File: config.mk
export PLATFORM = sky130hd
export DESIGN_NAME = lfsp_ctrl
export DESIGN_NICKNAME = d
export VERILOG_FILES = /design/src/rtl/lfsp_pkg.sv /design/src/rtl/lfsp_ctrl.sv
export SDC_FILE = /design/constraint.sdc
export NUM_CORES = 1
export LEC_CHECK = 0
export BUFFER_PORTS_ARGS = -buffer_cell sky130_fd_sc_hd__buf_2
export CAP_MARGIN = 20
export CORE_AREA = 2 2 39 41
export DETAILED_ROUTE_END_ITERATION = 7
export DIE_AREA = 0 0 41 43
export GPL_TIMING_DRIVEN = 0
export SLEW_MARGIN = 30
export SYNTH_ARGS = -nofsm -noshare
export SYNTH_HDL_FRONTEND = slang
export SYNTH_SLANG_ARGS = --single-unit
File: constraint.sdc
create_clock -name i_clk -period 1.5 [get_ports i_clk]
set_input_delay 0.45 -clock i_clk [delete_from_list [all_inputs] [get_ports i_clk]]
set_output_delay 0.45 -clock i_clk [all_outputs]
set_load 0.1 [all_outputs]
File: src/rtl/lfsp_pkg.sv
// Types, codes and constants of the line follower steering PID.
`default_nettype none

package lfsp_pkg;

    // shared multiplier geometry
    localparam int MUL_W  = 19;
    localparam int PROD_W = 2 * MUL_W;
    localparam int ACC_W  = 36;

    // configuration register indexes
    localparam logic [2:0] CFG_GAIN_P   = 3'd0;
    localparam logic [2:0] CFG_GAIN_I   = 3'd1;
    localparam logic [2:0] CFG_GAIN_D   = 3'd2;
    localparam logic [2:0] CFG_LIMIT    = 3'd3;
    localparam logic [2:0] CFG_HEADROOM = 3'd4;
    localparam logic [2:0] CFG_TRIM     = 3'd5;

    // configuration reset values
    localparam logic [15:0]       GAIN_P_RST   = 16'd256;
    localparam logic [15:0]       GAIN_I_RST   = 16'd0;
    localparam logic [15:0]       GAIN_D_RST   = 16'd0;
    localparam logic [8:0]        LIMIT_RST    = 9'd300;
    localparam logic [7:0]        HEADROOM_RST = 8'd50;
    localparam logic signed [7:0] TRIM_RST     = -8'sd3;

    // direction commands
    localparam logic [2:0] DIR_RIGHT    = 3'd0;
    localparam logic [2:0] DIR_STRAIGHT = 3'd1;
    localparam logic [2:0] DIR_LEFT     = 3'd2;
    localparam logic [2:0] DIR_STOP     = 3'd3;

    // sensor patterns (bit 0 leftmost)
    localparam logic [4:0] SENS_R4     = 5'h10;
    localparam logic [4:0] SENS_R3     = 5'h18;
    localparam logic [4:0] SENS_R2     = 5'h08;
    localparam logic [4:0] SENS_R1     = 5'h0C;
    localparam logic [4:0] SENS_CENTRE = 5'h04;
    localparam logic [4:0] SENS_L1     = 5'h06;
    localparam logic [4:0] SENS_L2     = 5'h02;
    localparam logic [4:0] SENS_L3     = 5'h03;
    localparam logic [4:0] SENS_L4     = 5'h01;
    localparam logic [4:0] SENS_HARD_L = 5'h07;
    localparam logic [4:0] SENS_HARD_R = 5'h1C;
    localparam logic [4:0] SENS_FULL   = 5'h1F;
    localparam logic [4:0] SENS_NONE   = 5'h00;
    localparam logic [4:0] SENS_ENDS   = 5'h11;

    localparam logic signed [4:0] ERR_CROSS_RIGHT = 5'sd5;
    localparam logic signed [4:0] ERR_CROSS_LEFT  = -5'sd5;

    // integral decay: x 243/256 above 10 whole units (Q.8)
    localparam logic signed [MUL_W-1:0] DECAY_NUM   = 19'sd243;
    localparam logic [17:0]             DECAY_FLOOR = 18'd2560;

    typedef logic signed [4:0] t_err;

    typedef enum logic [3:0] {
        OP_NONE,
        OP_DECODE,
        OP_MUL_P,
        OP_MUL_I,
        OP_MUL_D,
        OP_DECAY,
        OP_STEER,
        OP_WL_SONAR,
        OP_WL_TRIM,
        OP_WR_SONAR,
        OP_WR_TRIM
    } t_op;

    typedef struct packed {
        logic load_in;
        logic load_out;
        t_op  op;
    } t_dp_cmd;

    typedef enum logic [3:0] {
        S_IDLE,
        S_DECODE,
        S_MUL_P,
        S_MUL_I,
        S_MUL_D,
        S_DECAY,
        S_STEER,
        S_WL_SONAR,
        S_WL_TRIM,
        S_WR_SONAR,
        S_WR_TRIM,
        S_OUT
    } t_state;

endpackage

`default_nettype wire

File: src/rtl/lfsp_ctrl.sv
// Controller: sequences the datapath and owns both handshakes.
`default_nettype none

module lfsp_ctrl (
    input  logic              i_clk,
    input  logic              i_rst_n,
    input  logic              i_in_valid,
    input  logic              i_out_ready,
    output logic              o_in_ready,
    output logic              o_out_valid,
    output lfsp_pkg::t_dp_cmd o_cmd
);

    lfsp_pkg::t_state r_state, n_state;
    logic             r_out_valid, n_out_valid;

    always_ff @(posedge i_clk) begin
        if (!i_rst_n) begin
            r_state     <= lfsp_pkg::S_IDLE;
            r_out_valid <= 1'b0;
        end else begin
            r_state     <= n_state;
            r_out_valid <= n_out_valid;
        end
    end

    always_comb begin
        n_state        = r_state;
        n_out_valid    = r_out_valid && !i_out_ready;
        o_cmd.load_in  = 1'b0;
        o_cmd.load_out = 1'b0;
        o_cmd.op       = lfsp_pkg::OP_NONE;
        unique case (r_state)
            lfsp_pkg::S_IDLE: begin
                if (i_in_valid) begin
                    o_cmd.load_in = 1'b1;
                    n_state       = lfsp_pkg::S_DECODE;
                end
            end
            lfsp_pkg::S_DECODE: begin
                o_cmd.op = lfsp_pkg::OP_DECODE;
                n_state  = lfsp_pkg::S_MUL_P;
            end
            lfsp_pkg::S_MUL_P: begin
                o_cmd.op = lfsp_pkg::OP_MUL_P;
                n_state  = lfsp_pkg::S_MUL_I;
            end
            lfsp_pkg::S_MUL_I: begin
                o_cmd.op = lfsp_pkg::OP_MUL_I;
                n_state  = lfsp_pkg::S_MUL_D;
            end
            lfsp_pkg::S_MUL_D: begin
                o_cmd.op = lfsp_pkg::OP_MUL_D;
                n_state  = lfsp_pkg::S_DECAY;
            end
            lfsp_pkg::S_DECAY: begin
                o_cmd.op = lfsp_pkg::OP_DECAY;
                n_state  = lfsp_pkg::S_STEER;
            end
            lfsp_pkg::S_STEER: begin
                o_cmd.op = lfsp_pkg::OP_STEER;
                n_state  = lfsp_pkg::S_WL_SONAR;
            end
            lfsp_pkg::S_WL_SONAR: begin
                o_cmd.op = lfsp_pkg::OP_WL_SONAR;
                n_state  = lfsp_pkg::S_WL_TRIM;
            end
            lfsp_pkg::S_WL_TRIM: begin
                o_cmd.op = lfsp_pkg::OP_WL_TRIM;
                n_state  = lfsp_pkg::S_WR_SONAR;
            end
            lfsp_pkg::S_WR_SONAR: begin
                o_cmd.op = lfsp_pkg::OP_WR_SONAR;
                n_state  = lfsp_pkg::S_WR_TRIM;
            end
            lfsp_pkg::S_WR_TRIM: begin
                o_cmd.op = lfsp_pkg::OP_WR_TRIM;
                n_state  = lfsp_pkg::S_OUT;
            end
            lfsp_pkg::S_OUT: begin
                // hold here until the result register is free
                if (!r_out_valid || i_out_ready) begin
                    o_cmd.load_out = 1'b1;
                    n_out_valid    = 1'b1;
                    n_state        = lfsp_pkg::S_IDLE;
                end
            end
            default: n_state = lfsp_pkg::S_IDLE;
        endcase
    end

    assign o_in_ready  = (r_state == lfsp_pkg::S_IDLE);
    assign o_out_valid = r_out_valid;

endmodule

`default_nettype wire

==> results of run 1 <==
[registers in the layout, summed over array words and instances (netlist names)]
| register | cells |
|---|---|
| o_out_valid | 1 |
| r_state | 4 |
[worst max-delay path, cell delays in order (launching register included)]
cell and delay [ns]:
dfxtp_4 0.33, or4_4 0.59, inv_12 0.07, and2_4 0.14, buf_12 0.16
[kinds of logic after synthesis]
| logic type | after synthesis | share of synthesized area [%] |
|---|---|---|
| compound gates | 9 | 19.7 |
| xor+xnor | 1 | 3.29 |
| buf+inv | 1 | 1.41 |
| flops | 5 | 37.6 |
| simple gates | 18 | 38.0 |
[routing by layer]
layer	up-vias	track usage, %	part of all wire (%)
met1	166	13.7	40
met2	9	21.9	57
li1	173	-	-
met3	0	6.28	2.8
met4	0	2.00	0
met5	-	0	0
[final cells by class]
| cell class | instances | area (sq um) |
|---|---|---|
| inverter | 1 | 16.3 |
| timing repair buffer | 23 | 284 |
| clock buffer | 4 | 26.3 |
| tap | 16 | 20.0 |
| sequential | 5 | 119 |
| multi-input combinational | 28 | 231 |
| fill | 131 | 687 |
[power breakdown]
| part | leakage [nW] | internal (W) | total (W) | switching [W] |
|---|---|---|---|---|
| combinational | 0.216 | 0.000161 | 0.000377 | 0.000216 |
| clock | 0.0150 | 0.000100 | 0.000153 | 0.0000530 |
| sequential | 0.0444 | 0.000139 | 0.000152 | 0.0000125 |
[worst max-delay path by stage]
stage | startpoint | end | slack (ns) | cells after the start
2_1_floorplan | r_state[2]$_SDFFE_PN0P_ | o_cmd[5] | -0.37 | 3
3_3_place_gp | r_state[2]$_SDFFE_PN0P_ | o_cmd[5] | -0.49 | 4
3_5_place_dp | r_state[2]$_SDFFE_PN0P_ | o_cmd[5] | -0.49 | 4
4_1_cts | r_state[1]$_SDFFE_PN0P_ | o_cmd[5] | -0.50 | 4
5_1_grt | r_state[3]$_SDFFE_PN0P_ | o_cmd[5] | -0.52 | 4
6_report | r_state[3]$_SDFFE_PN0P_ | o_cmd[5] | -0.49 | 4
[through the flow]
step / utilization, % / area [sq um]
global placement: 29.1 / 403
detailed placement: 29.1 / 403
CTS: 46.9 / 649
finish: 50.4 / 697
floorplan: - / 328
global route: 50.4 / 697
[Yosys cell counts (all sizes together)]
cell	n
and2b	1
and2	3
xor2	1
inv	1
a211oi	1
o21ai	3
or4	1
a21oi	3
nor3b	1
nand2	3
nor3	2
o21a	1
nand3	2
nand2b	1
dfxtp	5
o21bai	1
nor2	3
nor2b	1
[what timing repair did]
| action | 4_1_cts | 5_1_grt |
|---|---|---|
| pin swaps | 4 | 3 |
| setup buffers | 9 | 4 |
| resized for setup | 44 | 6 |
| endpoints found under the hold margin | 0 | 0 |
| setup endpoints to repair | 7 | 7 |
[layout by cell type, fill, tap and decap left out, types with 2 or more instances in the layout]
cell type,n
buf_6,5
o21ai_2,2
a21oi_1,2
nand2_1,2
buf_12,6
dfxtp_4,5
and2_4,3
clkbuf_4,3
buf_4,6
buf_2,4
nand3_1,2
nor2_1,3
==> results_dict.tcl, run 1 <==
set metrics [dict create \
    synth-seq-cells 5 \
    die_x_microns 41 \
    grt_max_degree 9 \
    io_pins 12 \
    skew_ns 0.00334 \
    critPathKind "reg2out" \
    r2r_start "r_state[3]$_SDFFE_PN0P_" \
    relSlewSlack_pct 67.9 \
    portBuffers 11 \
    synth_cell_types 19 \
    r2r_cells 4 \
    avgRoutedWirePerCell_microns 13.1 \
    hp-start "i_rst_n" \
    dp.cells 61 \
    rows 14 \
    power_density_nw_per_um2 980 \
    clockBufferDepth 2 \
    die_height_microns 43 \
    die_area_sq_um 1760 \
    crit_required_ns 1.05 \
    grt_pass1_vias 325 \
    cts_root_buf "clkbuf_4" \
    whs_ns 0.479 \
    drt_wl_total_mm 1.01 \
    cp-end-kind "primary output" \
    synth.avg_cell_area_sq_um 7.84 \
    min_delay_path_depth 2 \
    synth_fp_nets 38 \
    ys_warn_count 0 \
    setup_viol 7 \
    hold_class "in2reg" \
    drt-initial-drc-count 6 \
    cts_tree "yes" \
    finalSetupTns_ns -1.71 \
    period_share_pct 132 \
    r2r_slack_ns 0.11 \
    track_usage_pct 12.8 \
    status "complete, but fails checks" \
    vias 348 \
    violations "negative setup slack" \
    finalPower_w 0.000683 \
    diodes 0 \
    setup_slack_ns -0.485 \
    crit_arrival_ns 1.54 \
    antenna_found_initial 0 \
    pre_cts_slack_ns -0.489 \
    start_kind "flip-flop" \
    place.gp.congestion 0.684 \
    viasPerCell 4.52 \
    path_clk_slew_ns 0.04 \
    drt_pass1_iterations 4 \
    peakVddDrop_v 0.000376 \
    reg2reg_to "r_state[3]$_SDFFE_PN0P_" \
    cts_buffers 3 \
    synth_area_sq_um 267 \
    clock_latency_ns 0.24 \
    final_nets 66 \
    synthTopCellsByArea "dfxtp_1 38%, and2_1 7.0%, a21oi_1 5.6%, nand2_1 4.2%, nor2_1 4.2%" \
    tightest_slew_ns 0.484 \
    grt_overflow 0 \
    instances_no_fill 77 \
    cts_num_sinks 5 \
    drv_cap 0 \
    hold_viol 0 \
    grt_pass1_wl_mm 1.46 \
    antenna_left 0 \
    synthToLayoutAreaGrowth_pct 162 \
    yosysSeqAreaShare_pct 37.6 \
    critPathMaxFanout 2 \
    synth_top_area_share_pct 37.6 \
    initial_core_util_pct 19.3 \
    syn_inst 34 \
    final_max_slew_viol_count 0 \
    hpwlAfterDp_microns 475 \
    min_to "o_out_valid$_SDFF_PN0_" \
    core_region_area_sq_um 1380 \
    drive_gt1_share_pct 72.1 \
    cts_max_level 1 \
    drcViolationCount 0 \
    hold_buffers 0 \
    p_leak_nw 0.276 \
    rsz0062_at_grt "yes" \
    fin_crit_ns 1.99 \
    synth_top_area_cell "dfxtp_1" \
    fmax_ghz 0.504 \
]
Note: power is estimated with default switching activity, not from simulation.
==> run 2, diff against run 1 <==
==> constraint.sdc (replaced) <==
create_clock -name i_clk -period 1.5 [get_ports i_clk]
set_input_delay 0.45 -clock i_clk [delete_from_list [all_inputs] [get_ports i_clk]]
set_output_delay 0.45 -clock i_clk [all_outputs]
set_load 0.05 [all_outputs]
==> run 2 against run 1 <==
Effect of this change: the flow still finishes with violations (negative setup slack); clock-buffer cell count did not move; sequential share of layout area rose by 4.9 points; first-iteration DRC count fell by 83%; hold slack got worse by 0.0035 ns; critical path depth did not move; utilization fell by 14 points; non-clock buffer count fell by 7; clock skew rose by 0.0032 ns; routed wire length fell by 31%; die area did not move; largest cell class is now multi-input gates; highest routed layer unchanged.
==> results_dict.tcl, run 2 (synthesized netlist as in run 1, its figures left out) <==
set metrics [dict create \
    drt-initial-drc-count 1 \
    peakVddDrop_v 0.000635 \
    diodes 0 \
    grt_pass1_vias 286 \
    critPathKind "reg2out" \
    cts_buffers 3 \
    track_usage_pct 10.6 \
    crit_arrival_ns 1.48 \
    start_kind "flip-flop" \
    cts_max_level 1 \
    p_int_w 0.000316 \
    finalPower_w 0.000495 \
    r2r_slack_ns 0.15 \
    setup_viol 7 \
    final_cell_mix "6 x buf_6, 5 x buf_2, 4 x buf_4" \
    core_region_area_sq_um 1380 \
    drive_gt1_share_pct 57.4 \
    drv_cap 0 \
    rows 14 \
    cts_num_sinks 5 \
    worst-path-buf-inv 2 \
    cpPeakStageDelay_ns 0.57 \
    drt_pass1_iterations 5 \
    io_pins 12 \
    grt_pass1_wl_mm 1.24 \
    largest_reg_flops 4 \
    fmax_ghz 0.517 \
    hold_viol 0 \
    p_leak_nw 0.215 \
    status "complete, but fails checks" \
    drt_wl_total_microns 691 \
    pwr-share-comb_pct 37.1 \
    avgRoutedWirePerCell_microns 9.87 \
    path_cells "or4_4 > inv_8 > and2_4 > buf_8" \
    hold_buffers 0 \
    clockBufferDepth 2 \
    grt_max_degree 9 \
    skew_ns 0.00652 \
    cts_root_buf "clkbuf_4" \
    die_height_microns 43 \
    antenna_found_initial 0 \
    setup_slack_ns -0.433 \
    period_share_pct 129 \
    n_fill_cell 144 \
    final_max_slew_viol_count 0 \
    top_register "r_state" \
    path_delay_family "simple AND/OR/NAND/NOR gates" \
    die_x_microns 41 \
    synthToLayoutAreaGrowth_pct 87.8 \
    final_common_cell "buf_6" \
    viasPerCell 4.54 \
    cp-end-kind "primary output" \
    grt_overflow 0 \
    tightest_slew_ns 0.440 \
    critPathMaxFanout 2 \
    crit_required_ns 1.05 \
    p_seq_share_pct 31.5 \
    drcViolationCount 0 \
    vias 318 \
    initial_core_util_pct 19.3 \
    cts_tree "yes" \
    path_clk_slew_ns 0.05 \
    place.gp.congestion 0.749 \
    clkPwrFrac_pct 31.5 \
    hold_class "in2reg" \
    finalSetupTns_ns -1.11 \
    die_area_sq_um 1760 \
    hpwlAfterDp_microns 428 \
    fin_crit_ns 1.93 \
    switching_share_pct 36.1 \
    clock_latency_ns 0.24 \
    final_nets 59 \
    cpMaxStageDelayCell "or4_4" \
    rsz0062_at_grt "yes" \
    violations "negative setup slack" \
    power_density_nw_per_um2 988 \
    netSwitchingPower_w 0.000178 \
    portBuffers 11 \
    antenna_left 0 \
    relSlewSlack_pct 70.6 \
]
==> run 2: final cells by class <==
class | count | area [sq um] | share of cell area, %
clock buffer | 4 | 26.3 | 5.25
tap | 16 | 20.0 | 4.00
sequential | 5 | 110 | 22.0
multi-input combinational | 28 | 195 | 39.0
inverter | 1 | 11.3 | 2.25
timing repair buffer | 16 | 138 | 27.5
==> run 2: metal layers <==
| metal | part of all wire, % | wire length, microns | vias up | GRT usage (%) |
|---|---|---|---|---|
| met5 | 0 | 0 | - | 0 |
| met4 | 0 | 0 | 0 | 2.00 |
| met3 | 10 | 70 | 0 | 7.85 |
| met2 | 45 | 314 | 15 | 13.8 |
| met1 | 44 | 306 | 142 | 13.9 |
| li1 | - | - | 161 | - |
==> run 2: timing repair <==
item,4_1_cts,5_1_grt
setup endpoints to repair,7,7
gates resized for setup,24,0
pin swaps,2,0
setup buffers,5,0
==> run 2: stage by stage <==
stage	setup WS (ns)	util [%]	hold WS, ns	std cells	instance area [sq um]
global placement	-0.300	26.7	0.497	61	369
detailed placement	-0.309	26.7	0.501	61	369
finish	-0.433	36.2	0.476	70	500
floorplan	-0.210	-	0.458	34	294
global route	-0.474	36.2	0.485	70	500
CTS	-0.438	36.2	0.466	70	500
==> run 2: path summary, 6_finish.rpt <==
path / start / end / cells past startpoint
setup / recovery: r_state[0]$_SDFFE_PN0P_ / o_cmd[5] / 4
hold reg to reg: r_state[1]$_SDFFE_PN0P_ / r_state[1]$_SDFFE_PN0P_ / 2
setup reg to reg: r_state[0]$_SDFFE_PN0P_ / r_state[3]$_SDFFE_PN0P_ / 4
hold / removal: i_rst_n / o_out_valid$_SDFF_PN0_ / 2
==> run 2: power groups by stage <==
stage / combinational [W] / clock [W] / sequential (W)
finish: 0.000183 / 0.000156 / 0.000156
global route: 0.000196 / 0.000172 / 0.000157
CTS: 0.000184 / 0.000159 / 0.000156
detailed placement: 0.000140 / 0 / 0.000162
global placement: 0.000139 / 0 / 0.000162
floorplan: 0.000116 / 0 / 0.000157
==> run 3, diff against run 2 <==
GPL_ROUTABILITY_DRIVEN = 0   (was not set)
SETUP_SLACK_MARGIN = 0.4   (was not set)
==> run 3 against run 2 <==
Effect of this change: the flow still finishes with violations (negative setup slack); routed wire length up 22%; critical path depth stayed put; clock power rose by 4%; via count increased by 5.3%; sequential share of layout area shrank 2.4 points; critical path type unchanged; critical endpoint unchanged; largest cell class unchanged.
==> results_dict.tcl, run 3 (synthesized netlist as in run 1, its figures left out) <==
set metrics [dict create \
    status "complete, but fails checks" \
    violations "negative setup slack" \
    pre_cts_slack_ns -0.305 \
    p_seq_share_pct 29.2 \
    skew_ns 0.00291 \
    finalSetupTns_ns -1.59 \
    peakVddDrop_v 0.000364 \
    antenna_found_initial 0 \
    fin_crit_ns 1.93 \
    cp-end-kind "primary output" \
    critPathMaxFanout 2 \
    relSlewSlack_pct 81.0 \
    setup_slack_ns -0.434 \
    final_nets 63 \
    setup_viol 7 \
    start_kind "flip-flop" \
    rows 14 \
    path_clk_slew_ns 0.05 \
    whs_ns 0.452 \
    place_area_sq_um 389 \
    crit_arrival_ns 1.48 \
    portBuffers 11 \
    fmax_ghz 0.517 \
    die_height_microns 43 \
    drt_wl_total_microns 844 \
    p_int_w 0.000334 \
    hpwlAfterDp_microns 486 \
    grt_max_degree 9 \
    rsz0062_at_grt "yes" \
    drive_gt1_share_pct 74.1 \
    hold_buffers 0 \
    grt_pass1_vias 282 \
    top_register "r_state" \
    cts_num_sinks 5 \
    critPathKind "reg2out" \
    drt_pass1_iterations 4 \
    n_fill_cell 138 \
    hold_viol 0 \
    clockBufferDepth 2 \
    min_delay_path_depth 3 \
    die_area_sq_um 1760 \
    cpPeakStageDelay_ns 0.57 \
    die_x_microns 41 \
    instances_no_fill 74 \
    initial_core_util_pct 19.3 \
    crit_required_ns 1.05 \
    dp.cells 61 \
    switching_share_pct 37.2 \
    multi_input_area_sq_um 226 \
    cpMaxStageDelayCell "or4_4" \
    final_max_slew_viol_count 0 \
    antenna_left 0 \
    io_pins 12 \
    cts_buffers 3 \
    tightest_slew_ns 0.284 \
    drcViolationCount 0 \
    clock_latency_ns 0.25 \
    netSwitchingPower_w 0.000198 \
    power_density_nw_per_um2 897 \
    path_cells "or4_4 > inv_8 > and2_4 > buf_8" \
    track_usage_pct 11.0 \
    register_area_sq_um 116 \
    cts_root_buf "clkbuf_4" \
    cts_max_level 1 \
    finish.instance_area_sq_um 593 \
    diodes 0 \
    vias 335 \
    r2r_cells 4 \
    hold_class "in2reg" \
    grt_overflow 0 \
    final_cell_mix "6 x buf_6, 6 x buf_4, 4 x buf_2, 4 x buf_8, 4 x dfxtp_4" \
    grt_pass1_wl_mm 1.24 \
    largest_reg_flops 4 \
    clkPwrFrac_pct 30.7 \
    pwr-share-comb_pct 40.1 \
    core_region_area_sq_um 1380 \
    synthToLayoutAreaGrowth_pct 123 \
    viasPerCell 4.53 \
    p_leak_nw 0.248 \
    drv_cap 0 \
    period_share_pct 129 \
    drt-initial-drc-count 7 \
    avgRoutedWirePerCell_microns 11.4 \
    cts_tree "yes" \
]
-- run 3: what timing repair did --
action / 4_1_cts / 5_1_grt
pin swaps: 3 / 1
endpoints found under the hold margin: 0 / 0
buffers inserted: 5 / 4
setup endpoints to repair: 10 / 11
resized for setup: 25 / 8
-- run 3: path summary, 6_finish.rpt --
| path | from | endpoint | slack (ns) |
|---|---|---|---|
| hold / removal | i_rst_n | r_state[3]$_SDFFE_PN0P_ | 0.45 |
| setup / recovery | r_state[3]$_SDFFE_PN0P_ | o_cmd[5] | -0.43 |
| setup reg to reg | r_state[3]$_SDFFE_PN0P_ | r_state[3]$_SDFFE_PN0P_ | 0.16 |
| hold reg to reg | r_state[1]$_SDFFE_PN0P_ | r_state[3]$_SDFFE_PN0P_ | 0.54 |
-- run 3: power by group through the flow --
stage	logic (W)	registers [W]	clock network, W
2_1_floorplan	0.000121	0.000161	0
3_3_place_gp	0.000143	0.000165	0
3_5_place_dp	0.000145	0.000166	0
4_1_cts	0.000184	0.000161	0.000169
5_1_grt	0.000227	0.000156	0.000181
6_report	0.000213	0.000155	0.000163
-- run 3: final cells by class --
cell class	count	share of cell area (%)
repair buffers	20	32.5
multi-input cells	28	38.2
clock buffers	4	4.43
flip-flops and latches	5	19.6
inverters	1	1.90
well taps	16	3.38
-- run 3: per-stage QoR --
step / util [%] / power (W)
detailed placement: 28.1 / 0.000311
CTS: 38.2 / 0.000514
global route: 42.9 / 0.000564
floorplan: - / 0.000281
finish: 42.9 / 0.000532
global placement: 28.1 / 0.000308
-- run 3: routing by layer --
layer	up-vias	wire, microns	track usage (%)
li1	168	-	-
met1	148	351	13.5
met2	17	418	14.7
met3	2	64	3.14
met4	0	10	10.0
met5	-	0	0
-- run 3: worst max-delay path, delay by kind of cell, from the launching register on --
family                 cells  cell delay, ns
and+or+nand+nor            2            0.70
DFF                        1            0.33
buffers and inverters      2            0.19
