**src/rtl/lfsp_pkg.sv**
```systemverilog
// Types, codes and constants of the line follower steering PID.
`default_nettype none

package lfsp_pkg;

    // shared multiplier geometry
    localparam int MUL_W  = 19;
    localparam int PROD_W = 2 * MUL_W;
    localparam int ACC_W  = 36;

    // configuration register indexes
    localparam logic [2:0] CFG_GAIN_P   = 3'd0;
    localparam logic [2:0] CFG_GAIN_I   = 3'd1;
    localparam logic [2:0] CFG_GAIN_D   = 3'd2;
    localparam logic [2:0] CFG_LIMIT    = 3'd3;
    localparam logic [2:0] CFG_HEADROOM = 3'd4;
    localparam logic [2:0] CFG_TRIM     = 3'd5;

    // configuration reset values
    localparam logic [15:0]       GAIN_P_RST   = 16'd256;
    localparam logic [15:0]       GAIN_I_RST   = 16'd0;
    localparam logic [15:0]       GAIN_D_RST   = 16'd0;
    localparam logic [8:0]        LIMIT_RST    = 9'd300;
    localparam logic [7:0]        HEADROOM_RST = 8'd50;
    localparam logic signed [7:0] TRIM_RST     = -8'sd3;

    // direction commands
    localparam logic [2:0] DIR_RIGHT    = 3'd0;
    localparam logic [2:0] DIR_STRAIGHT = 3'd1;
    localparam logic [2:0] DIR_LEFT     = 3'd2;
    localparam logic [2:0] DIR_STOP     = 3'd3;

    // sensor patterns (bit 0 leftmost)
    localparam logic [4:0] SENS_R4     = 5'h10;
    localparam logic [4:0] SENS_R3     = 5'h18;
    localparam logic [4:0] SENS_R2     = 5'h08;
    localparam logic [4:0] SENS_R1     = 5'h0C;
    localparam logic [4:0] SENS_CENTRE = 5'h04;
    localparam logic [4:0] SENS_L1     = 5'h06;
    localparam logic [4:0] SENS_L2     = 5'h02;
    localparam logic [4:0] SENS_L3     = 5'h03;
    localparam logic [4:0] SENS_L4     = 5'h01;
    localparam logic [4:0] SENS_HARD_L = 5'h07;
    localparam logic [4:0] SENS_HARD_R = 5'h1C;
    localparam logic [4:0] SENS_FULL   = 5'h1F;
    localparam logic [4:0] SENS_NONE   = 5'h00;
    localparam logic [4:0] SENS_ENDS   = 5'h11;

    localparam logic signed [4:0] ERR_CROSS_RIGHT = 5'sd5;
    localparam logic signed [4:0] ERR_CROSS_LEFT  = -5'sd5;

    // integral decay: x 243/256 above 10 whole units (Q.8)
    localparam logic signed [MUL_W-1:0] DECAY_NUM   = 19'sd243;
    localparam logic [17:0]             DECAY_FLOOR = 18'd2560;

    typedef logic signed [4:0] t_err;

    typedef enum logic [3:0] {
        OP_NONE,
        OP_DECODE,
        OP_MUL_P,
        OP_MUL_I,
        OP_MUL_D,
        OP_DECAY,
        OP_STEER,
        OP_WL_SONAR,
        OP_WL_TRIM,
        OP_WR_SONAR,
        OP_WR_TRIM
    } t_op;

    typedef struct packed {
        logic load_in;
        logic load_out;
        t_op  op;
    } t_dp_cmd;

    typedef enum logic [3:0] {
        S_IDLE,
        S_DECODE,
        S_MUL_P,
        S_MUL_I,
        S_MUL_D,
        S_DECAY,
        S_STEER,
        S_WL_SONAR,
        S_WL_TRIM,
        S_WR_SONAR,
        S_WR_TRIM,
        S_OUT
    } t_state;

endpackage

`default_nettype wire

```
**src/rtl/lfsp_mul.sv**
```systemverilog
// Shared signed multiplier with registered product.
`default_nettype none

module lfsp_mul (
    input  logic                                  i_clk,
    input  logic                                  i_en,
    input  logic signed [lfsp_pkg::MUL_W-1:0]     i_a,
    input  logic signed [lfsp_pkg::MUL_W-1:0]     i_b,
    output logic signed [lfsp_pkg::PROD_W-1:0]    o_prod
);

    logic signed [lfsp_pkg::PROD_W-1:0] r_prod;
    logic signed [lfsp_pkg::PROD_W-1:0] n_prod;

    always_comb begin
        n_prod = r_prod;
        if (i_en) begin
            n_prod = i_a * i_b;
        end
    end

    always_ff @(posedge i_clk) begin
        r_prod <= n_prod;
    end

    assign o_prod = r_prod;

endmodule

`default_nettype wire

```
**src/rtl/lfsp_dp.sv**
```systemverilog
// Datapath: sensor decode, integral, PID sum and wheel mixing.
`default_nettype none

module lfsp_dp (
    input  logic                    i_clk,
    input  logic                    i_rst_n,
    input  lfsp_pkg::t_dp_cmd       i_cmd,
    input  logic                    i_cfg_we,
    input  logic [2:0]              i_cfg_index,
    input  logic [15:0]             i_cfg_data,
    input  logic [4:0]              i_line_sensors,
    input  logic [2:0]              i_direction,
    input  logic [7:0]              i_drive_speed,
    input  logic [8:0]              i_sonar_factor,
    input  logic                    i_maneuver_armed,
    output logic signed [4:0]       o_direction_error,
    output logic signed [10:0]      o_steer_value,
    output logic [7:0]              o_left_speed,
    output logic [7:0]              o_right_speed,
    output logic                    o_action_done,
    output logic                    o_in_full_line
);

    // latched transaction
    logic [4:0]  r_sens;
    logic [2:0]  r_dir;
    logic [7:0]  r_speed;
    logic [8:0]  r_sonar;
    logic        r_armed;

    // configuration
    logic [15:0]       r_gain_p, r_gain_i, r_gain_d;
    logic [8:0]        r_int_limit;
    logic [7:0]        r_headroom;
    logic signed [7:0] r_trim;

    // loop state
    logic                r_cross, n_cross;
    lfsp_pkg::t_err      r_held, n_held;
    lfsp_pkg::t_err      r_prior, n_prior;
    logic signed [17:0]  r_integ, n_integ;

    // working registers
    logic                               r_done, n_done;
    logic signed [5:0]                  r_diff, n_diff;
    logic signed [lfsp_pkg::ACC_W-1:0]  r_acc, n_acc;
    logic signed [10:0]                 r_steer, n_steer;
    logic [7:0]                         r_left, n_left;

    // result register
    lfsp_pkg::t_err      r_out_err;
    logic signed [10:0]  r_out_steer;
    logic [7:0]          r_out_left, r_out_right;
    logic                r_out_done, r_out_full;

    // decode
    lfsp_pkg::t_err     dec_err;
    logic               dec_cross, dec_done;
    logic signed [19:0] int_sum, int_lim;
    logic signed [17:0] int_clamped;

    // multiplier
    logic                                mul_en;
    logic signed [lfsp_pkg::MUL_W-1:0]   mul_a, mul_b;
    logic signed [lfsp_pkg::PROD_W-1:0]  mul_prod;

    // steering, decay, wheels
    logic signed [lfsp_pkg::ACC_W-1:0]  acc_rnd;
    logic signed [19:0]                 steer_q;
    logic [17:0]                        int_abs;
    logic [24:0]                        decay_rnd;
    logic [8:0]                         wheel_top, wheel_l, wheel_r;
    logic signed [11:0]                 raw_l, raw_r;
    logic [9:0]                         fac_l, fac_r;

    function automatic logic [8:0] wheel_clamp(input logic signed [11:0] raw,
                                               input logic [8:0] top);
        logic [8:0] v;
        if (raw[11]) begin
            v = 9'd0;
        end else if (raw > $signed({3'b000, top})) begin
            v = top;
        end else begin
            v = raw[8:0];
        end
        return v;
    endfunction

    function automatic logic [7:0] sat_speed(input logic signed [lfsp_pkg::PROD_W-1:0] p);
        logic [7:0] s;
        if (p[lfsp_pkg::PROD_W-1:24] != '0) begin
            s = 8'hFF;
        end else begin
            s = p[23:16];
        end
        return s;
    endfunction

    lfsp_mul u_mul (
        .i_clk  (i_clk),
        .i_en   (mul_en),
        .i_a    (mul_a),
        .i_b    (mul_b),
        .o_prod (mul_prod)
    );

    // sensor decode and full-line mode
    always_comb begin
        dec_err   = r_held;
        dec_cross = r_cross;
        dec_done  = 1'b0;
        if (!r_cross) begin
            unique case (r_sens)
                lfsp_pkg::SENS_R4:     dec_err = 5'sd4;
                lfsp_pkg::SENS_R3:     dec_err = 5'sd3;
                lfsp_pkg::SENS_R2:     dec_err = 5'sd2;
                lfsp_pkg::SENS_R1:     dec_err = 5'sd1;
                lfsp_pkg::SENS_CENTRE: dec_err = 5'sd0;
                lfsp_pkg::SENS_L1:     dec_err = -5'sd1;
                lfsp_pkg::SENS_L2:     dec_err = -5'sd2;
                lfsp_pkg::SENS_L3:     dec_err = -5'sd3;
                lfsp_pkg::SENS_L4:     dec_err = -5'sd4;
                lfsp_pkg::SENS_HARD_L: dec_err = -5'sd10;
                lfsp_pkg::SENS_HARD_R: dec_err = 5'sd10;
                lfsp_pkg::SENS_FULL:   dec_cross = 1'b1;
                lfsp_pkg::SENS_NONE: begin
                    // line lost off an outer sensor
                    if (r_held == -5'sd4) begin
                        dec_err = -5'sd5;
                    end else if (r_held == 5'sd4) begin
                        dec_err = 5'sd5;
                    end
                end
                default: ;
            endcase
        end
        if (dec_cross) begin
            if ((((r_sens & lfsp_pkg::SENS_ENDS) == 5'h00) || (r_dir == lfsp_pkg::DIR_STOP))
                && r_armed) begin
                dec_cross = 1'b0;
                dec_done  = 1'b1;
            end
            unique case (r_dir)
                lfsp_pkg::DIR_RIGHT:    dec_err = lfsp_pkg::ERR_CROSS_RIGHT;
                lfsp_pkg::DIR_STRAIGHT: dec_err = 5'sd0;
                lfsp_pkg::DIR_LEFT:     dec_err = lfsp_pkg::ERR_CROSS_LEFT;
                lfsp_pkg::DIR_STOP:     dec_err = 5'sd0;
                default: ;
            endcase
        end

        int_sum = {r_integ[17], r_integ[17], r_integ}
                + {{7{dec_err[4]}}, dec_err, 8'h00};
        int_lim = {3'b000, r_int_limit, 8'h00};
        if (int_sum > int_lim) begin
            int_clamped = int_lim[17:0];
        end else if (int_sum < -int_lim) begin
            int_clamped = 18'(-int_lim);
        end else begin
            int_clamped = int_sum[17:0];
        end
    end

    // steering, decay and wheel terms
    always_comb begin
        acc_rnd   = r_acc + (r_acc[lfsp_pkg::ACC_W-1] ? 36'sh0000FFFF : 36'sh0);
        steer_q   = acc_rnd[lfsp_pkg::ACC_W-1:16];
        int_abs   = r_integ[17] ? 18'(-r_integ) : 18'(r_integ);
        decay_rnd = mul_prod[24:0] + 25'd128;
        wheel_top = {1'b0, r_speed} + {1'b0, r_headroom};
        raw_l     = $signed({4'b0000, r_speed}) + {r_steer[10], r_steer};
        raw_r     = $signed({4'b0000, r_speed}) - {r_steer[10], r_steer};
        wheel_l   = wheel_clamp(raw_l, wheel_top);
        wheel_r   = wheel_clamp(raw_r, wheel_top);
        fac_l     = 10'd256 - {{2{r_trim[7]}}, r_trim};
        fac_r     = 10'd256 + {{2{r_trim[7]}}, r_trim};
    end

    // operation sequencing
    always_comb begin
        n_cross = r_cross;
        n_held  = r_held;
        n_prior = r_prior;
        n_integ = r_integ;
        n_done  = r_done;
        n_diff  = r_diff;
        n_acc   = r_acc;
        n_steer = r_steer;
        n_left  = r_left;
        mul_en  = 1'b0;
        mul_a   = '0;
        mul_b   = '0;
        unique case (i_cmd.op)
            lfsp_pkg::OP_NONE: ;
            lfsp_pkg::OP_DECODE: begin
                n_cross = dec_cross;
                n_done  = dec_done;
                n_held  = dec_err;
                n_prior = dec_err;
                n_diff  = {dec_err[4], dec_err} - {r_prior[4], r_prior};
                n_integ = int_clamped;
            end
            lfsp_pkg::OP_MUL_P: begin
                mul_en = 1'b1;
                mul_a  = {3'b000, r_gain_p};
                mul_b  = {{14{r_held[4]}}, r_held};
            end
            lfsp_pkg::OP_MUL_I: begin
                n_acc  = {mul_prod[27:0], 8'h00};
                mul_en = 1'b1;
                mul_a  = {3'b000, r_gain_i};
                mul_b  = {r_integ[17], r_integ};
            end
            lfsp_pkg::OP_MUL_D: begin
                n_acc  = r_acc + mul_prod[lfsp_pkg::ACC_W-1:0];
                mul_en = 1'b1;
                mul_a  = {3'b000, r_gain_d};
                mul_b  = {{13{r_diff[5]}}, r_diff};
            end
            lfsp_pkg::OP_DECAY: begin
                n_acc  = r_acc + {mul_prod[27:0], 8'h00};
                mul_en = 1'b1;
                mul_a  = {2'b00, int_abs[16:0]};
                mul_b  = lfsp_pkg::DECAY_NUM;
            end
            lfsp_pkg::OP_STEER: begin
                if (steer_q > 20'sd1023) begin
                    n_steer = 11'sd1023;
                end else if (steer_q < -20'sd1024) begin
                    n_steer = -11'sd1024;
                end else begin
                    n_steer = steer_q[10:0];
                end
                // decay only on a centred line, after the PID sum
                if (r_sens == lfsp_pkg::SENS_CENTRE) begin
                    if (int_abs > lfsp_pkg::DECAY_FLOOR) begin
                        n_integ = r_integ[17] ? -$signed({1'b0, decay_rnd[24:8]})
                                              : $signed({1'b0, decay_rnd[24:8]});
                    end else begin
                        n_integ = 18'sd0;
                    end
                end
            end
            lfsp_pkg::OP_WL_SONAR: begin
                mul_en = 1'b1;
                mul_a  = {10'd0, wheel_l};
                mul_b  = {10'd0, r_sonar};
            end
            lfsp_pkg::OP_WL_TRIM: begin
                mul_en = 1'b1;
                mul_a  = mul_prod[lfsp_pkg::MUL_W-1:0];
                mul_b  = {9'd0, fac_l};
            end
            lfsp_pkg::OP_WR_SONAR: begin
                n_left = sat_speed(mul_prod);
                mul_en = 1'b1;
                mul_a  = {10'd0, wheel_r};
                mul_b  = {10'd0, r_sonar};
            end
            lfsp_pkg::OP_WR_TRIM: begin
                mul_en = 1'b1;
                mul_a  = mul_prod[lfsp_pkg::MUL_W-1:0];
                mul_b  = {9'd0, fac_r};
            end
            default: ;
        endcase
    end

    // configuration and loop state
    always_ff @(posedge i_clk) begin
        if (!i_rst_n) begin
            r_gain_p    <= lfsp_pkg::GAIN_P_RST;
            r_gain_i    <= lfsp_pkg::GAIN_I_RST;
            r_gain_d    <= lfsp_pkg::GAIN_D_RST;
            r_int_limit <= lfsp_pkg::LIMIT_RST;
            r_headroom  <= lfsp_pkg::HEADROOM_RST;
            r_trim      <= lfsp_pkg::TRIM_RST;
            r_cross     <= 1'b0;
            r_held      <= 5'sd0;
            r_prior     <= 5'sd0;
            r_integ     <= 18'sd0;
        end else begin
            r_cross <= n_cross;
            r_held  <= n_held;
            r_prior <= n_prior;
            r_integ <= n_integ;
            if (i_cfg_we) begin
                unique case (i_cfg_index)
                    lfsp_pkg::CFG_GAIN_P:   r_gain_p    <= i_cfg_data;
                    lfsp_pkg::CFG_GAIN_I:   r_gain_i    <= i_cfg_data;
                    lfsp_pkg::CFG_GAIN_D:   r_gain_d    <= i_cfg_data;
                    lfsp_pkg::CFG_LIMIT:    r_int_limit <= i_cfg_data[8:0];
                    lfsp_pkg::CFG_HEADROOM: r_headroom  <= i_cfg_data[7:0];
                    lfsp_pkg::CFG_TRIM:     r_trim      <= $signed(i_cfg_data[7:0]);
                    default: ;
                endcase
            end
        end
    end

    // payload registers
    always_ff @(posedge i_clk) begin
        r_done  <= n_done;
        r_diff  <= n_diff;
        r_acc   <= n_acc;
        r_steer <= n_steer;
        r_left  <= n_left;
        if (i_cmd.load_in) begin
            r_sens  <= i_line_sensors;
            r_dir   <= i_direction;
            r_speed <= i_drive_speed;
            r_sonar <= i_sonar_factor;
            r_armed <= i_maneuver_armed;
        end
        if (i_cmd.load_out) begin
            r_out_err   <= r_held;
            r_out_steer <= r_steer;
            r_out_left  <= (r_speed == 8'd0) ? 8'd0 : r_left;
            r_out_right <= (r_speed == 8'd0) ? 8'd0 : sat_speed(mul_prod);
            r_out_done  <= r_done;
            r_out_full  <= r_cross;
        end
    end

    assign o_direction_error = r_out_err;
    assign o_steer_value     = r_out_steer;
    assign o_left_speed      = r_out_left;
    assign o_right_speed     = r_out_right;
    assign o_action_done     = r_out_done;
    assign o_in_full_line    = r_out_full;

endmodule

`default_nettype wire

```
**config.mk**
```make
export PLATFORM = sky130hd
export DESIGN_NAME = lfsp_dp
export DESIGN_NICKNAME = d
export VERILOG_FILES = /design/src/rtl/lfsp_pkg.sv /design/src/rtl/lfsp_mul.sv /design/src/rtl/lfsp_dp.sv
export SDC_FILE = /design/constraint.sdc
export NUM_CORES = 2
export LEC_CHECK = 0
export ABC_CLOCK_PERIOD_IN_PS = 11900
export BUFFER_PORTS_ARGS = -buffer_cell sky130_fd_sc_hd__buf_2
export CORE_AREA = 2 2 305 307
export DETAILED_ROUTE_END_ITERATION = 8
export DIE_AREA = 0 0 307 309
export GPL_ROUTABILITY_DRIVEN = 0
export GPL_TIMING_DRIVEN = 1
export REMOVE_ABC_BUFFERS = 1
export SLEW_MARGIN = 20
export SYNTH_ARGS = -nofsm -noshare
export SYNTH_HDL_FRONTEND = slang
export SYNTH_SLANG_ARGS = --single-unit
```
**constraint.sdc**
```tcl
create_clock -name i_clk -period 11.9 [get_ports i_clk]
set_input_delay 0.595 -clock i_clk [delete_from_list [all_inputs] [get_ports i_clk]]
set_output_delay 0.595 -clock i_clk [all_outputs]
set_load 0.005 [all_outputs]
```
==> impl.org <==
** Worst hold path
- Worst Hold Class :: primary input to flip-flop
- Along the worst hold path, the cell count comes to 1.

** Finish
- Filler cells :: 9147
- Final nets :: about 4300
- Cells with a size suffix above 1 make up 7.38% of the layout.
- Area grow syn2layout :: 9.87%
- Leaving out fill and tap cells, the most frequent cell in the layout is nand2_1.
- Highest-count cells in the layout ignoring fill and taps :: 493 x nand2_1, 465 x inv_1, 377 x fa_1

** Timing
- The max-slew violation count is 0.
- The number of hold violations in the final report is 0.
- Setup repair after global routing left no endpoint under its margin.
- Hold_ws :: between 0.1 and 0.15 ns
- Setup slack on the critical path of the routed design comes to 0.640 ns.
- Summed over all failing endpoints, the final setup total negative slack is 0 ns.
- Across the routed clock network, the largest skew measured is 0.0344 ns.
- For the pin with the worst max-slew slack, the measured transition is 1.18 ns.
- Post-layout minimum cycle time :: 11.26 ns
- In this run the tightest slew margin relative to its limit is approximately a fifth.
- In the finished design, the share of the clock period the worst path needs comes to 94.6%.
- Setup violations remaining at the end of the flow were counted as 0.
- For this run, the top clock speed supported by timing is 88.8 MHz.

** CTS
- The tree is rooted in a clkbuf_16.
- TritonCTS clock tree :: yes
- Clock-pin slew was measured on the worst setup and hold paths at 0.07 ns.
- In this run the number of H-tree levels came out at 1.
- Clock tree synthesis inserted a total of 31 buffers.
- Buffers inserted to repair hold after CTS numbered 0.
- The number of gates resized after CTS was 0.
- The later pin in the worst-skew pair is clocked with a latency of 0.62 ns.
- Clk buf depth :: 3
- Total clock sinks :: 257
- Postcts setup bufs :: 0

** Worst setup path
- Worst path arrival time :: roughly 12 ns
- The number of cells on the worst reg-to-reg path is 42.
- Worst Setup Start Kind :: flip-flop
- Critical-path cell with the highest stage delay :: fa_1
- STA puts the critical path data required time at 12.38 ns.
- Delay of the slowest critical-path stage :: 0.53 ns
- Kind of capture point of the worst setup path :: flip-flop
- Worst-path fanout max :: 10
- The worst setup path is of the flip-flop to flip-flop kind.

** Global route
- In the global route stage, overall resource usage came out at a little over a fifth.
- Maximum number of pins on one net before global-route repair :: 56
- Antenna violations before repair :: 3
- Via count of the first global-routing pass :: 25609
- The first global-routing pass estimated 155000 µm of wire.
- Summed over all layers, the global routing overflow is 0.

** Logic synthesis
- After synthesis, the share of flip-flops with an asynchronous set or reset is 0%.
- Total standard cell area after synthesis :: 0.0319 mm²
- Sequential-to-total area share from yosys stat :: 21.1%
- Yosys synthesis warning count :: 0
- Counting flops with a built-in enable in the synthesized netlist gives 160.
- Yosys mapped the design onto 95 distinct sky130hd cell types.
- Main flop type after synthesis :: edfxtp_1
- Flip-flop and latch count after synthesis :: 257
- Post-synthesis area per instance :: about 9.0 µm²
- After technology mapping, the gate count stands at 3556.

** Placed design
- Buffers placed on the I/O ports in this run total 87.
- Once detailed placement completed, the half-perimeter wirelength came to 80600 µm.
- At the placement stage, the worst setup path has a slack of 0.142 ns.

** Floorplanning
- For this design the top-level I/O count stands at 88.
- Area inside the core boundary :: 0.0914 mm²
- Starting utilization of the core area :: 34.9%
- The floorplan step set the die height to roughly 310 µm.
- The die covers about 0.095 mm².
- Width of the chip :: roughly 310 µm
- The initialized floorplan defines approximately 110 standard-cell rows.

** Run status
- The flow ran to the end, and the final reports show no timing, DRC or antenna violations.

** Pwr
- Overall power :: roughly 4.2 mW
- P_leak :: 15.5 nW
- VDD sags by at most 0.164 mV.
- Power density normalized to cell area :: 119 mW/mm²

** Routing
- Via Count :: 26476
- Before antenna repair, the detailed router went through 7 iterations.
- For this block, the routed nets add up to 102000 µm of wire.
- Detailed-route vias per instance :: 5.46
- In this run the remaining antenna-violating nets after routing total 0.
- Avg WL per Cell :: 21.0 µm
- In this run, the number of DRC markers left after iteration 0 of detailed routing was 2576.
- In the routed design, unresolved DRC markers number 0.

** Run
- Across the run, the number of max-cap violations was 0.
-- through the flow --
| step | area, µm² | instances | utilization (%) |
|---|---|---|---|
| after global routing | 35100 | 4845 | 38.4 |
| after floorplan | 31500 | 3460 | - |
| final | 35100 | 4849 | 38.4 |
| after global placement | 33900 | 4787 | 37.1 |
| after detailed placement | 33900 | 4787 | 37.1 |
| after CTS | 35000 | 4845 | 38.3 |
-- worst max-delay path: cells and delay by family (launching register included) --
kind / cells / cell delay, ns
AOI/OAI and AO/OA: 16 / 3.86
xor gates and xnor gates: 1 / 0.21
adders and majority gates: 11 / 4.23
buffers and inverters: 6 / 0.32
DFF: 1 / 0.45
and+or+nand+nor: 8 / 2.01
-- cell usage after synthesis, types with 7 or more instances --
master | count | area share, %
nor2_1 | 212 | 2.5
fa_1 | 377 | 24
a21boi_0 | 78 | 1.8
and3_1 | 27 | 0.53
a211o_1 | 12 | 0.33
and2_1 | 48 | 0.94
a31oi_1 | 32 | 0.63
edfxtp_1 | 160 | 15
nor2b_1 | 37 | 0.73
a211oi_1 | 23 | 0.54
nand2_1 | 493 | 5.8
a21o_1 | 80 | 1.9
inv_1 | 465 | 5.5
ha_1 | 267 | 10
or2_2 | 26 | 0.51
nand4_1 | 29 | 0.57
a222oi_1 | 17 | 0.53
a21oi_1 | 137 | 2.1
o211ai_1 | 31 | 0.73
o31ai_1 | 12 | 0.28
mux2i_1 | 9 | 0.28
clkbuf_1 | 119 | 1.4
a221o_1 | 7 | 0.22
nor4_1 | 20 | 0.39
o21a_1 | 19 | 0.45
o21ai_0 | 141 | 2.2
dfxtp_1 | 97 | 6.1
a221oi_1 | 8 | 0.22
xor2_1 | 75 | 2.1
xnor2_1 | 110 | 3.0
nand3_1 | 77 | 1.2
a22oi_1 | 31 | 0.73
o21bai_1 | 24 | 0.56
nand2b_1 | 44 | 0.86
nor3_1 | 43 | 0.67
or3_1 | 18 | 0.35
or2_1 | 9 | 0.18
-- report_power, final --
| group | leakage [nW] | internal (mW) | switching, mW |
|---|---|---|---|
| clock network | 0.532 | 0.594 | 0.442 |
| logic | 12.7 | 0.816 | 1.13 |
| registers | 2.27 | 1.07 | 0.114 |
| total | 15.5 | 2.48 | 1.68 |
-- per-layer routing --
| metal | track usage, % | wire length [µm] | share of wire (%) |
|---|---|---|---|
| met5 | 0 | 0 | 0 |
| met4 | 7.62 | 3960 | 3.9 |
| met3 | 2.80 | 7870 | 7.7 |
| met1 | 28.4 | 42200 | 42 |
| met2 | 35.7 | 47600 | 47 |
-- area by class of cell --
class	instances	area, µm²	area share [%]
clock buffer	31	776	2.21
clock inverter	27	319	0.910
multi-input combinational	2736	23100	66.0
inverter	467	1750	5.00
sequential	257	6750	19.2
timing repair buffer	141	841	2.40
tap	1186	1480	4.23
antenna	4	10.0	0.0285
-- path summary, 6_finish.rpt --
check	startpoint	end	slack, ns
worst min-delay path	i_line_sensors[0]	r_sens[0]	0.14
worst max register to register	r_speed[0]	u_mul.o_prod[29]	0.64
worst min register to register	r_done	o_action_done	0.42
worst max-delay path	r_speed[0]	u_mul.o_prod[29]	0.64
-- flip-flops by register name, indices dropped and copies added (netlist names), 11 cells and up --
| name | flops |
|---|---|
| r_acc | 36 |
| r_steer | 11 |
| r_gain_p | 16 |
| r_gain_i | 16 |
| r_gain_d | 16 |
| r_integ | 18 |
| o_steer_value | 11 |
| u_mul.o_prod | 38 |
-- kinds of logic after synthesis --
group	Yosys count	share of synthesized area (%)
other cells	2	0.0235
simple gates	1123	16.3
flops	257	21.1
mux	11	0.353
compound gates	737	15.8
buf+inv	597	7.12
fa+ha+maj	644	34.1
xor+xnor	185	5.08
No activity file was read; power rests on OpenSTA's default activity.
